`src/rtl/assert_macros.svh`:
```
// Assertion helpers included by the list engine RTL.
`ifndef ASSERT_MACROS_SVH
`define ASSERT_MACROS_SVH

// Checks a property on every rising clock edge outside reset.
`define PDLL_ASSERT(label, clk, rst_n, prop, msg) \
  label: assert property (@(posedge clk) disable iff (!rst_n) prop) else $error(msg);

// Checks a property on every rising clock edge, reset included.
`define PDLL_ASSERT_ALWAYS(label, clk, prop, msg) \
  label: assert property (@(posedge clk) prop) else $error(msg);

`endif

```
`src/rtl/pdll_pkg.sv`:
```
package pdll_pkg;

  localparam int NodeCountDef = 128;
  localparam int ListCountDef = 16;

  // Request codes.
  localparam logic [2:0] REQ_OPEN    = 3'd0;
  localparam logic [2:0] REQ_AFTER   = 3'd1;
  localparam logic [2:0] REQ_BEFORE  = 3'd2;
  localparam logic [2:0] REQ_APPEND  = 3'd3;
  localparam logic [2:0] REQ_PREPEND = 3'd4;

  // Status codes.
  localparam logic [1:0] ST_OK       = 2'd0;
  localparam logic [1:0] ST_NO_NODE  = 2'd1;
  localparam logic [1:0] ST_NO_LIST  = 2'd2;
  localparam logic [1:0] ST_NOT_OPEN = 2'd3;

  // Markers for "none" in the result fields.
  localparam logic [4:0] LIST_NONE = 5'd16;
  localparam logic [7:0] NODE_NONE = 8'd128;

  typedef struct packed {
    logic [2:0]  req_type;
    logic [3:0]  list_id;
    logic [31:0] item_data;
  } req_item_t;

  typedef struct packed {
    logic [1:0] status;
    logic [4:0] result_list;
    logic [7:0] node_used;
    logic [7:0] list_length;
  } res_item_t;

endpackage

```
`src/rtl/pooled_doubly_linked_list_engine.sv`:
```
// An open request, an unknown code or a request to a list that is not open goes from
// acceptance straight to the output step. Any other request first reads its list header;
// one that finds no free node then goes to the output step, and an insert writes its links,
// after a read of the cursor's neighbour when the new node goes in the middle of a list.
// One request at a time, set by the single ports of the list table and node link memories.
// Reset: asynchronous and active low; both free chains are ready at once, with no sweep.
module pooled_doubly_linked_list_engine
  import pdll_pkg::*;
#(
  parameter int NODE_COUNT = NodeCountDef,
  parameter int LIST_COUNT = ListCountDef
) (
  input  logic      clk_i,
  input  logic      rst_ni,
  input  logic      in_valid_i,
  output logic      in_stall_o,
  input  req_item_t in_item_i,
  output logic      out_valid_o,
  input  logic      out_stall_i,
  output res_item_t out_item_o
);

`include "assert_macros.svh"

  // Node indices carry one extra code for null; list ids likewise.
  localparam int NW  = $clog2(NODE_COUNT + 1);
  localparam int AW  = $clog2(NODE_COUNT);
  localparam int LW  = $clog2(LIST_COUNT + 1);
  localparam int LAW = (LIST_COUNT > 1) ? $clog2(LIST_COUNT) : 1;
  localparam logic [NW-1:0] NodeNil = NW'(NODE_COUNT);

  typedef enum logic [2:0] {
    S_IDLE,
    S_LRD,
    S_NRD,
    S_WR,
    S_OUT
  } state_e;

  state_e    state_q;
  req_item_t req_q;
  res_item_t res_q;
  res_item_t out_q;
  logic      out_valid_q;

  // Nodes and list headers are never returned, so each free chain is simply
  // popped in index order and its head is a counter.
  logic [NW-1:0] fnh_q;
  logic [LW-1:0] flh_q;

  logic [NW-1:0] head_q, tail_q, cur_q, cnt_q, nxt_q, prv_q;

  // List table: head, tail, cursor and count packed in one word.
  logic            lt_en, lt_we;
  logic [LAW-1:0]  lt_addr;
  logic [4*NW-1:0] lt_wdata, lt_rdata;
  logic [NW-1:0]   lt_head, lt_tail, lt_cur, lt_cnt;

  logic          nx_en, nx_we, pv_en, pv_we, py_en;
  logic [AW-1:0] nx_addr, pv_addr, nn_addr;
  logic [NW-1:0] nx_wdata, nx_rdata, pv_wdata, pv_rdata;
  logic [31:0]   py_rdata;

  logic in_acc;
  logic id_open, list_free, node_full;
  logic is_empty, is_app, is_pre, is_mid;
  logic [NW-1:0] link;

  assign in_stall_o  = (state_q != S_IDLE);
  assign in_acc      = in_valid_i && !in_stall_o;
  assign out_valid_o = out_valid_q;
  assign out_item_o  = out_q;

  assign id_open   = ({28'd0, in_item_i.list_id} < 32'(LIST_COUNT)) &&
                     (32'(in_item_i.list_id) < 32'(flh_q));
  assign list_free = (32'(flh_q) < 32'(LIST_COUNT));
  assign node_full = (32'(fnh_q) >= 32'(NODE_COUNT));
  assign nn_addr   = AW'(fnh_q);

  assign lt_head = lt_rdata[4*NW-1:3*NW];
  assign lt_tail = lt_rdata[3*NW-1:2*NW];
  assign lt_cur  = lt_rdata[2*NW-1:NW];
  assign lt_cnt  = lt_rdata[NW-1:0];

  // Placement of the new node, decided once the list header is back.
  assign is_empty = (lt_cnt == '0);
  assign is_app   = !is_empty && ((req_q.req_type == REQ_APPEND) ||
                    ((req_q.req_type == REQ_AFTER) && (lt_cur == lt_tail)));
  assign is_pre   = !is_empty && !is_app && ((req_q.req_type == REQ_PREPEND) ||
                    ((req_q.req_type == REQ_BEFORE) && (lt_cur == lt_head)));
  assign is_mid   = !is_empty && !is_app && !is_pre;

  // The neighbour read from the link memories in the middle cases.
  assign link = (req_q.req_type == REQ_AFTER) ? nx_rdata : pv_rdata;

  always_comb begin
    lt_en    = 1'b0;
    lt_we    = 1'b0;
    lt_addr  = LAW'(req_q.list_id);
    lt_wdata = '0;
    nx_en    = 1'b0;
    nx_we    = 1'b0;
    nx_addr  = nn_addr;
    nx_wdata = NW'(fnh_q);
    pv_en    = 1'b0;
    pv_we    = 1'b0;
    pv_addr  = nn_addr;
    pv_wdata = NW'(fnh_q);
    py_en    = 1'b0;
    case (state_q)
      S_IDLE: begin
        if (in_acc) begin
          if (in_item_i.req_type == REQ_OPEN) begin
            if (list_free) begin
              lt_en    = 1'b1;
              lt_we    = 1'b1;
              lt_addr  = LAW'(flh_q);
              lt_wdata = {NodeNil, NodeNil, NodeNil, NW'(0)};
            end
          end else if ((in_item_i.req_type <= REQ_PREPEND) && id_open) begin
            lt_en   = 1'b1;
            lt_addr = LAW'(in_item_i.list_id);
          end
        end
      end
      S_LRD: begin
        if (!node_full) begin
          lt_en    = 1'b1;
          lt_we    = 1'b1;
          lt_wdata = {(is_empty || is_pre) ? fnh_q : lt_head,
                      (is_empty || is_app) ? fnh_q : lt_tail,
                      fnh_q, lt_cnt + NW'(1)};
          if (is_app) begin
            nx_en   = 1'b1;
            nx_we   = 1'b1;
            nx_addr = AW'(lt_tail);
          end
          if (is_pre) begin
            pv_en   = 1'b1;
            pv_we   = 1'b1;
            pv_addr = AW'(lt_head);
          end
          if (is_mid) begin
            if (req_q.req_type == REQ_AFTER) begin
              nx_en   = 1'b1;
              nx_addr = AW'(lt_cur);
            end else begin
              pv_en   = 1'b1;
              pv_addr = AW'(lt_cur);
            end
          end
        end
      end
      S_NRD: begin
        // Splice the new node between the cursor and its neighbour.
        if (req_q.req_type == REQ_AFTER) begin
          nx_en   = 1'b1;
          nx_we   = 1'b1;
          nx_addr = AW'(cur_q);
          pv_en   = (32'(link) < 32'(NODE_COUNT));
          pv_we   = 1'b1;
          pv_addr = AW'(link);
        end else begin
          pv_en   = 1'b1;
          pv_we   = 1'b1;
          pv_addr = AW'(cur_q);
          nx_en   = (32'(link) < 32'(NODE_COUNT));
          nx_we   = 1'b1;
          nx_addr = AW'(link);
        end
      end
      S_WR: begin
        nx_en    = 1'b1;
        nx_we    = 1'b1;
        nx_wdata = nxt_q;
        pv_en    = 1'b1;
        pv_we    = 1'b1;
        pv_wdata = prv_q;
        py_en    = 1'b1;
      end
      default: begin
      end
    endcase
  end

  always_ff @(posedge clk_i or negedge rst_ni) begin
    if (!rst_ni) begin
      state_q     <= S_IDLE;
      out_valid_q <= 1'b0;
      fnh_q       <= '0;
      flh_q       <= '0;
    end else begin
      // The output step below sets the valid itself when it loads a new item.
      if (out_valid_q && !out_stall_i && (state_q != S_OUT)) begin
        out_valid_q <= 1'b0;
      end
      case (state_q)
        S_IDLE: begin
          if (in_acc) begin
            req_q <= in_item_i;
            state_q <= S_OUT;
            if (in_item_i.req_type == REQ_OPEN) begin
              if (list_free) begin
                res_q <= '{ST_OK, 5'(flh_q), NODE_NONE, 8'd0};
                flh_q <= flh_q + LW'(1);
              end else begin
                res_q <= '{ST_NO_LIST, LIST_NONE, NODE_NONE, 8'd0};
              end
            end else if (in_item_i.req_type > REQ_PREPEND) begin
              res_q <= '{ST_OK, LIST_NONE, NODE_NONE, 8'd0};
            end else if (!id_open) begin
              res_q <= '{ST_NOT_OPEN, 5'(in_item_i.list_id), NODE_NONE, 8'd0};
            end else begin
              state_q <= S_LRD;
            end
          end
        end
        S_LRD: begin
          if (node_full) begin
            res_q   <= '{ST_NO_NODE, 5'(req_q.list_id), NODE_NONE, 8'(lt_cnt)};
            state_q <= S_OUT;
          end else begin
            head_q <= lt_head;
            tail_q <= lt_tail;
            cur_q  <= lt_cur;
            cnt_q  <= lt_cnt + NW'(1);
            nxt_q  <= is_pre ? lt_head : NodeNil;
            prv_q  <= is_app ? lt_tail : NodeNil;
            state_q <= is_mid ? S_NRD : S_WR;
          end
        end
        S_NRD: begin
          if (req_q.req_type == REQ_AFTER) begin
            nxt_q <= link;
            prv_q <= cur_q;
          end else begin
            nxt_q <= cur_q;
            prv_q <= link;
          end
          state_q <= S_WR;
        end
        S_WR: begin
          res_q   <= '{ST_OK, 5'(req_q.list_id), 8'(fnh_q), 8'(cnt_q)};
          fnh_q   <= fnh_q + NW'(1);
          state_q <= S_OUT;
        end
        S_OUT: begin
          if (!out_valid_q || !out_stall_i) begin
            out_q       <= res_q;
            out_valid_q <= 1'b1;
            state_q     <= S_IDLE;
          end
        end
        default: begin
          state_q <= S_IDLE;
        end
      endcase
    end
  end

  pdll_ram #(.Width(4 * NW), .Depth(LIST_COUNT), .AddrW(LAW)) u_list_tab (
    .clk_i  (clk_i),
    .en_i   (lt_en),
    .we_i   (lt_we),
    .addr_i (lt_addr),
    .wdata_i(lt_wdata),
    .rdata_o(lt_rdata)
  );

  pdll_ram #(.Width(NW), .Depth(NODE_COUNT), .AddrW(AW)) u_node_next (
    .clk_i  (clk_i),
    .en_i   (nx_en),
    .we_i   (nx_we),
    .addr_i (nx_addr),
    .wdata_i(nx_wdata),
    .rdata_o(nx_rdata)
  );

  pdll_ram #(.Width(NW), .Depth(NODE_COUNT), .AddrW(AW)) u_node_prev (
    .clk_i  (clk_i),
    .en_i   (pv_en),
    .we_i   (pv_we),
    .addr_i (pv_addr),
    .wdata_i(pv_wdata),
    .rdata_o(pv_rdata)
  );

  pdll_ram #(.Width(32), .Depth(NODE_COUNT), .AddrW(AW)) u_node_pay (
    .clk_i  (clk_i),
    .en_i   (py_en),
    .we_i   (1'b1),
    .addr_i (nn_addr),
    .wdata_i(req_q.item_data),
    .rdata_o(py_rdata)
  );

  // The payload is stored for the user of the pool and never read back here.
  logic unused_pay;
  assign unused_pay = ^py_rdata ^ ^head_q ^ ^tail_q;

  `PDLL_ASSERT(a_fnh_range, clk_i, rst_ni, (32'(fnh_q) <= 32'(NODE_COUNT)), "node head past pool")
  `PDLL_ASSERT(a_wr_has_node, clk_i, rst_ni, ((state_q == S_WR) |-> !node_full), "node write with empty pool")
  `PDLL_ASSERT(a_out_from_seq, clk_i, rst_ni, ($rose(out_valid_q) |-> ($past(state_q) == S_OUT)), "item shown outside the output step")

endmodule

```
`src/rtl/pdll_ram.sv`:
```
// Single-port synchronous memory with a registered read.
module pdll_ram #(
  parameter int Width = 8,
  parameter int Depth = 128,
  parameter int AddrW = (Depth > 1) ? $clog2(Depth) : 1
) (
  input  logic             clk_i,
  input  logic             en_i,
  input  logic             we_i,
  input  logic [AddrW-1:0] addr_i,
  input  logic [Width-1:0] wdata_i,
  output logic [Width-1:0] rdata_o
);

  logic [Width-1:0] mem_q [Depth];
  logic [Width-1:0] rdata_q;

  always_ff @(posedge clk_i) begin
    if (en_i) begin
      if (we_i) begin
        mem_q[addr_i] <= wdata_i;
      end else begin
        rdata_q <= mem_q[addr_i];
      end
    end
  end

  assign rdata_o = rdata_q;

endmodule
```
`config.mk`:
```
export PLATFORM = sky130hd
export DESIGN_NAME = pooled_doubly_linked_list_engine
export DESIGN_NICKNAME = d
export VERILOG_FILES = /design/src/rtl/pdll_pkg.sv /design/src/rtl/pooled_doubly_linked_list_engine.sv /design/src/rtl/pdll_ram.sv
export VERILOG_INCLUDE_DIRS = /design/src /design/src/rtl
export SDC_FILE = /design/constraint.sdc
export NUM_CORES = 1
export LEC_CHECK = 0
export BUFFER_PORTS_ARGS = -buffer_cell sky130_fd_sc_hd__clkbuf_2
export CORE_ASPECT_RATIO = 1.5
export CORE_UTILIZATION = 45
export DETAILED_ROUTE_END_ITERATION = 6
export GPL_ROUTABILITY_DRIVEN = 0
export PLACE_DENSITY = 0.61
export SYNTH_ARGS = -nofsm -noshare
export SYNTH_HDL_FRONTEND = slang
export SYNTH_HIERARCHICAL = 1
export SYNTH_SLANG_ARGS = --single-unit
```
`constraint.sdc`:
```
create_clock -name clk_i -period 5.2 [get_ports clk_i]
set_input_delay 0.52 -clock clk_i [delete_from_list [all_inputs] [get_ports clk_i]]
set_output_delay 0.52 -clock clk_i [all_outputs]
set_load 0.02 [all_outputs]
```
Word level (Yosys, flattened, before mapping)
Memories as Yosys holds them, arrays and structs flattened. A register that Yosys moved wholly into a read port is not among the register bits.
Index checks and enable logic that the tools add are counted.
Widths: inputs -> output; s select.
Operators by class
  $lt $le $gt $ge: 5
  reductions and logical operators: 33
  multiplexer cells: 42
  equal/unequal tests: 15
  bitwise logic cells: 2
  add/sub/neg operators: 3
Operators with widths (number)
  $mux 23: 6
  $mux 32: 4
  $pmux 23 s3: 1
  $pmux 32 s2: 1
  $mux 4: 5
  $mux 3: 6
  $add 8x1->8 const B: 2
  $eq 8x8->1: 2
  $mux 8: 2
  $pmux 3 s5: 1
  $mux 1: 14
  $eq 3x2->1 const B: 4
  $logic_and 1x1->1: 10
  $reduce_and 3->1: 3
  $ge 8x8->1 const B: 1
  $logic_not 8->1: 1
  $eq 3x1->1 const B: 2
  $eq 3x3->1 const B: 2
  $logic_not 1->1: 6
  $logic_not 3->1: 2
  $ne 2x2->1 const B: 3
  $reduce_bool 3->1: 2
  $add 5x1->5 const B: 1
  $logic_or 1x1->1: 5
  11 further kinds: 14
Storage, ports and cells
  memories: 1
  bits in writable memories: 512
  register bits: 78
  output and inout bits: 25
  word-level logic and storage cells: 116
Memory list
  u_list_tab.mem_q: words 16, width 32, rd ports 1, clocked after memory_dff 1, wr ports 1, line pdll_ram.sv:15  | logic [Width-1:0] mem_q [Depth];

Logic depth before layout (Yosys ltp)
  depth after elaboration: 12
  depth in mapped cells: 14
  gate-level depth less buffers: 10

Hierarchy
The synthesis kept the hierarchy.
Modules (own cells, without submodules)
  pdll_ram: area an instance 20216.9 µm², cells each 844, instances 1
  pooled_doubly_linked_list_engine: area an instance 3911.3 µm², cells each 335, instances 1

Worst setup path before layout
OpenSTA, ideal clock, no wires.
  path kind: input to register
  start point: input in_item_i[37] (netlist name)
  end point: memory u_list_tab.mem_q[1][0], enable pin
  setup time: 0.461 ns
  path slack: -0.218 ns
  arrival: 4.956 ns
  stages: 13
  cells stage by stage: or2_2 > inv_1 > ha_1 > nor2b_1 > clkbuf_1 > o21ai_1 > a21o_1 > a22o_1 > buf_2 > buf_2 > buf_1 > nand4b_1 > nor3_1
On the way
  elaborated cells between the ends (all ways): 17
  classes of those cells: 1 x order compare; 14 x mux; 2 x reduce/logical
RTL lines
  start: declaration: line pooled_doubly_linked_list_engine.sv:17  | input req_item_t in_item_i,
  $le 3x3->1: line pooled_doubly_linked_list_engine.sv:120  | end else if ((in_item_i.req_type <= REQ_PREPEND) && id_open) begin
  $logic_and 1x1->1: line pooled_doubly_linked_list_engine.sv:120
  $mux 4: line pooled_doubly_linked_list_engine.sv:120
  $mux 4 (*): line pooled_doubly_linked_list_engine.sv:113  | if (in_item_i.req_type == REQ_OPEN) begin
  $mux 4 (*): line pooled_doubly_linked_list_engine.sv:112  | if (in_acc) begin
  $mux 4 (*): line pooled_doubly_linked_list_engine.sv:110  | case (state_q)
  via lt_addr[1]: line pooled_doubly_linked_list_engine.sv:55  | logic [LAW-1:0] lt_addr;
  end: declaration: line pdll_ram.sv:15
The timed path passes the listed nets; every way through them passes the cells marked *.

Worst setup path in the final report
  start point: register state_q[1]
  end point: memory u_list_tab.mem_q[4][2], enable pin
On the way
  elaborated cells between the ends (all ways): 14
  classes of those cells: 1 x eq/ne; 9 x mux; 4 x reduce/logical
RTL lines
  start: declaration: line pooled_doubly_linked_list_engine.sv:40  | state_e state_q;
  start signal: assignment: line pooled_doubly_linked_list_engine.sv:229  | state_q <= is_mid ? S_NRD : S_WR;
  $reduce_bool 3->1: line pooled_doubly_linked_list_engine.sv:69  | assign in_stall_o = (state_q != S_IDLE);
  $logic_not 1->1: line pooled_doubly_linked_list_engine.sv:70  | assign in_acc = in_valid_i && !in_stall_o;
  $logic_and 1x1->1: line pooled_doubly_linked_list_engine.sv:70
  $mux 4: line pooled_doubly_linked_list_engine.sv:112
  $mux 4 (*): line pooled_doubly_linked_list_engine.sv:110
  via lt_addr[3]: line pooled_doubly_linked_list_engine.sv:55
Marks and branches as above.

==> metrics.md <==
| Metric | Value |
|---|---|
| Io pins | `68` |
| Initial antenna violation count | `0` |
| Core Region | `around 53000 sq um` |
| Fin area | `about 27000 sq um` |
| Hold Path Depth | `1` |
| Worst min path class | `in2reg` |
| Max Clock Skew | `between 0.02 and 0.025 ns` |
| Final worst path period share | `0.7529` |
| Final Hold Fails | `0` |
| Status | `finished, final reports clean` |
| RSZ-0062 raised after global routing | `false` |
| Drt pass-1 iters | `4` |
| Synthesis-to-layout area growth | `13.40%` |
| Vias in the first global route | `roughly 12000` |
| VDD IR max | `about 0.00037 V` |
| Overflow after GRT | `0` |
| Setup crit start kind | `flip-flop` |
| Number of clock sinks | `622` |
| WL/cell | `between 20 and 30 um` |
| CTS tree | `built` |
| Hold Startpoint | `in_item_i[36]` |
| Worst slew margin | `0.1796` |
| Worst Path Required | `roughly 5.5 ns` |
| Fill count | `4142` |
| Die Y-Extent | `around 290 um` |
| Worst r2r src | `state_q[1]` |
| Setup-failing EPs final | `0` |
| Hold_buf cts | `1` |
| Slew Limit Fails | `0` |
| Via count | `11410` |
| Synthesized flop and latch total | `approximately 620` |
| Post-Syn Nets | `about 1200` |
| Critical Path Max Stage Delay | `about 0.7 ns` |
| Synth warnings | `6` |
| Maxcap violations | `0` |
| Worst Hold Path EP | `req_q[36]` |
| Die ar. | `~55000 sq um` |
| CTS max path bufs | `3` |
| Layout cells sized above 1 | `0.2467` |
| Final min period | `3.915 ns` |
| Leak | `approximately 9.3 nW` |
| Worst Tran Pin Value | `around 1.2 ns` |
| Part of the Yosys area used for sequential elements | `0.7706` |
| Register-to-register setup slack | `about 1.3 ns` |
| Total GRT Usage | `0.1973` |
| Port buffer count | `35` |
| Vias/cell | `approximately 5.7` |
| TNS Setup | `0 ns` |
| Multi-input logic area | `5354 sq um` |
| First-pass GRT wire length | `between 70 and 80 mm` |
| Largest fanout on the critical path | `23` |
| Pwr per Cell Area | `about 450 nW/um^2` |
| Async set or reset register ratio after synthesis | `0.02733` |
| Num CTS Buffers | `53` |
| Pin count of the biggest net entering global routing | `75` |
| CTS Root Cell | `clkbuf_16` |
| Layout Nets | `1313` |
| Synth unique cells | `46` |
| Worst skew pair latency | `about 0.59 ns` |
| # DRC | `0` |
| Clk pin slew, worst setup/hold paths | `0.06 ns` |
| Setup CP Type | `reg2reg` |
| Remaining antenna violation count | `0` |
| CTS H-tree depth | `2` |
| Drt total wl | `roughly 52 mm` |
| Most common cell after layout, fill and taps aside | `edfxtp_1` |
| Commonest cells after routing, fill and taps aside | `edfxtp_1, mux4_2, nand2_1, a22oi_1, clkbuf_16` |
| RR Endpoint | `u_list_tab/mem_q[4][2]` |
| Post-detail-place hpwl | `roughly 30 mm` |
| Placed inst area | `25550 sq um` |
| FF-to-FF path depth | `7` |
| CP arrival | `4.20 ns` |
| Post-synthesis cell count | `between 1000 and 1500` |
| Initial DRC Count | `roughly 980` |
| Cell Chain, Critical Path | `nor4b_4 > o21ai_1 > a21o_1 > a221o_1 > nand2b_1 > nor2_4 > buf_4` |
| Starting density of the core | `0.4566` |
| Register area | `between 15000 and 20000 sq um` |
| Ys flop type | `edfxtp_1` |
| Crit end category | `flip-flop` |
| Fmax | `about 260 MHz` |
| Resize count post-CTS | `0` |
| Die width | `roughly 190 um` |
| Synth Area per Inst | `approximately 20 sq um` |
| Number of enable flip-flop cells after synthesis | `slightly above 600` |
| Worst path slowest cell | `dfrtp_1` |
| Mapped Area | `24130 sq um` |
| N_diodes | `0` |
| Postcts setup bufs | `0` |
| Row cnt | `around 100` |
Yosys cell counts, drive strengths merged (3+ instances only):
library cell / number / area [sq um]
xor2: 11 / 96.34
mux4: 128 / 2883
nand3: 11 / 55.05
nand4: 3 / 18.77
ha: 10 / 125.1
edfxtp: 605 / 18170
mux2i: 23 / 230.2
a22oi: 66 / 495.5
xnor2: 21 / 183.9
nor2b: 7 / 43.79
clkbuf: 33 / 123.9
nand2b: 6 / 37.54
and3: 14 / 87.58
o21ai: 4 / 20.01
nor2: 41 / 153.9
buf: 27 / 188.9
dfrtp: 17 / 425.4
nor3: 12 / 65.06
and2: 11 / 68.82
a31oi: 4 / 25.02
a41o: 4 / 40.04
a21oi: 4 / 23.77
inv: 17 / 63.81
nor3b: 4 / 30.03
a211o: 3 / 26.28
nand2: 74 / 277.8
per-layer routing:
metal / GRT usage / part of all wire / vias to the layer above / wire (um)
met1: 0.2466 / 0.39 / 6079 / 20370
met3: 0.02012 / 0.041 / 89 / 2120
met4: 0.06012 / 0.028 / 0 / 1451
met5: 0 / 0 / - / 0
met2: 0.3585 / 0.54 / 277 / 28190
li1: - / - / 4964 / -
state kept, by name, indices dropped and copies added (netlist names), 3 cells and up:
signal,flops
flh_q,5
cnt_q,8
state_q,3
out_item_o,23
u_list_tab/mem_q,512
res_q,23
req_q,7
fnh_q,8
u_list_tab/rdata_o,32
cells by family (layout without fill, tap and decap cells):
family / Yosys count / in the layout / synth area share
adders and majority gates: 10 / 10 / 0.005186
buffers and inverters: 77 / 203 / 0.01561
AOI/OAI and AO/OA: 96 / 96 / 0.03013
xor gates and xnor gates: 32 / 32 / 0.01162
and+or+nand+nor: 191 / 191 / 0.03786
DFF: 622 / 622 / 0.7706
muxes: 151 / 151 / 0.1290
worst max-delay path: cells and delay by family, from the launching register on:
kind	cells	cell delay [ns]
simple gates	3	1.53
compound gates	3	1.06
flops	1	0.72
buf+inv	1	0.30
report_power, final:
part           internal [mW]  leakage (nW)  switching [mW]
Combinational          0.765          2.43            1.26
Sequential              6.04          5.97           0.207
Clock                   2.36         0.890            1.74
Total                   9.17          9.30            3.21
how the worst max path moves through the flow:
stage | end | start | slack, ns | cells after the start
2_1_floorplan | u_list_tab/mem_q[13][0] | in_item_i[37] | 0.64 | 13
3_3_place_gp | u_list_tab/mem_q[13][25] | in_item_i[37] | 0.86 | 11
3_5_place_dp | u_list_tab/mem_q[4][3] | in_item_i[37] | 0.89 | 11
4_1_cts | u_list_tab/mem_q[13][11] | state_q[1] | 1.30 | 7
5_1_grt | u_list_tab/mem_q[13][11] | state_q[1] | 1.0 | 7
6_report | u_list_tab/mem_q[4][2] | state_q[1] | 1.28 | 7
final cells by class:
type                    instances  share of cell area
clock inverters                34             0.01326
inverters                      17            0.002332
well taps                     682             0.03119
repair buffers                 86             0.02552
multi-input cells             480              0.1957
clock buffers                  66             0.05254
flip-flops and latches        622              0.6795
per-stage QoR:
step	utilization	power, mW	hold slack (ns)	setup WS, ns	std cells
finish	0.5179	12.38	0.1309	1.285	1987
CTS	0.5179	12.49	0.1094	1.299	1987
floorplan	-	7.701	0.2244	0.6416	1179
detailed placement	0.4836	8.412	0.4045	0.8909	1886
global placement	0.4836	8.368	0.4008	0.8572	1886
global route	0.5179	12.82	0.1150	0.9962	1987
Note: power is estimated with default switching activity, not from simulation.
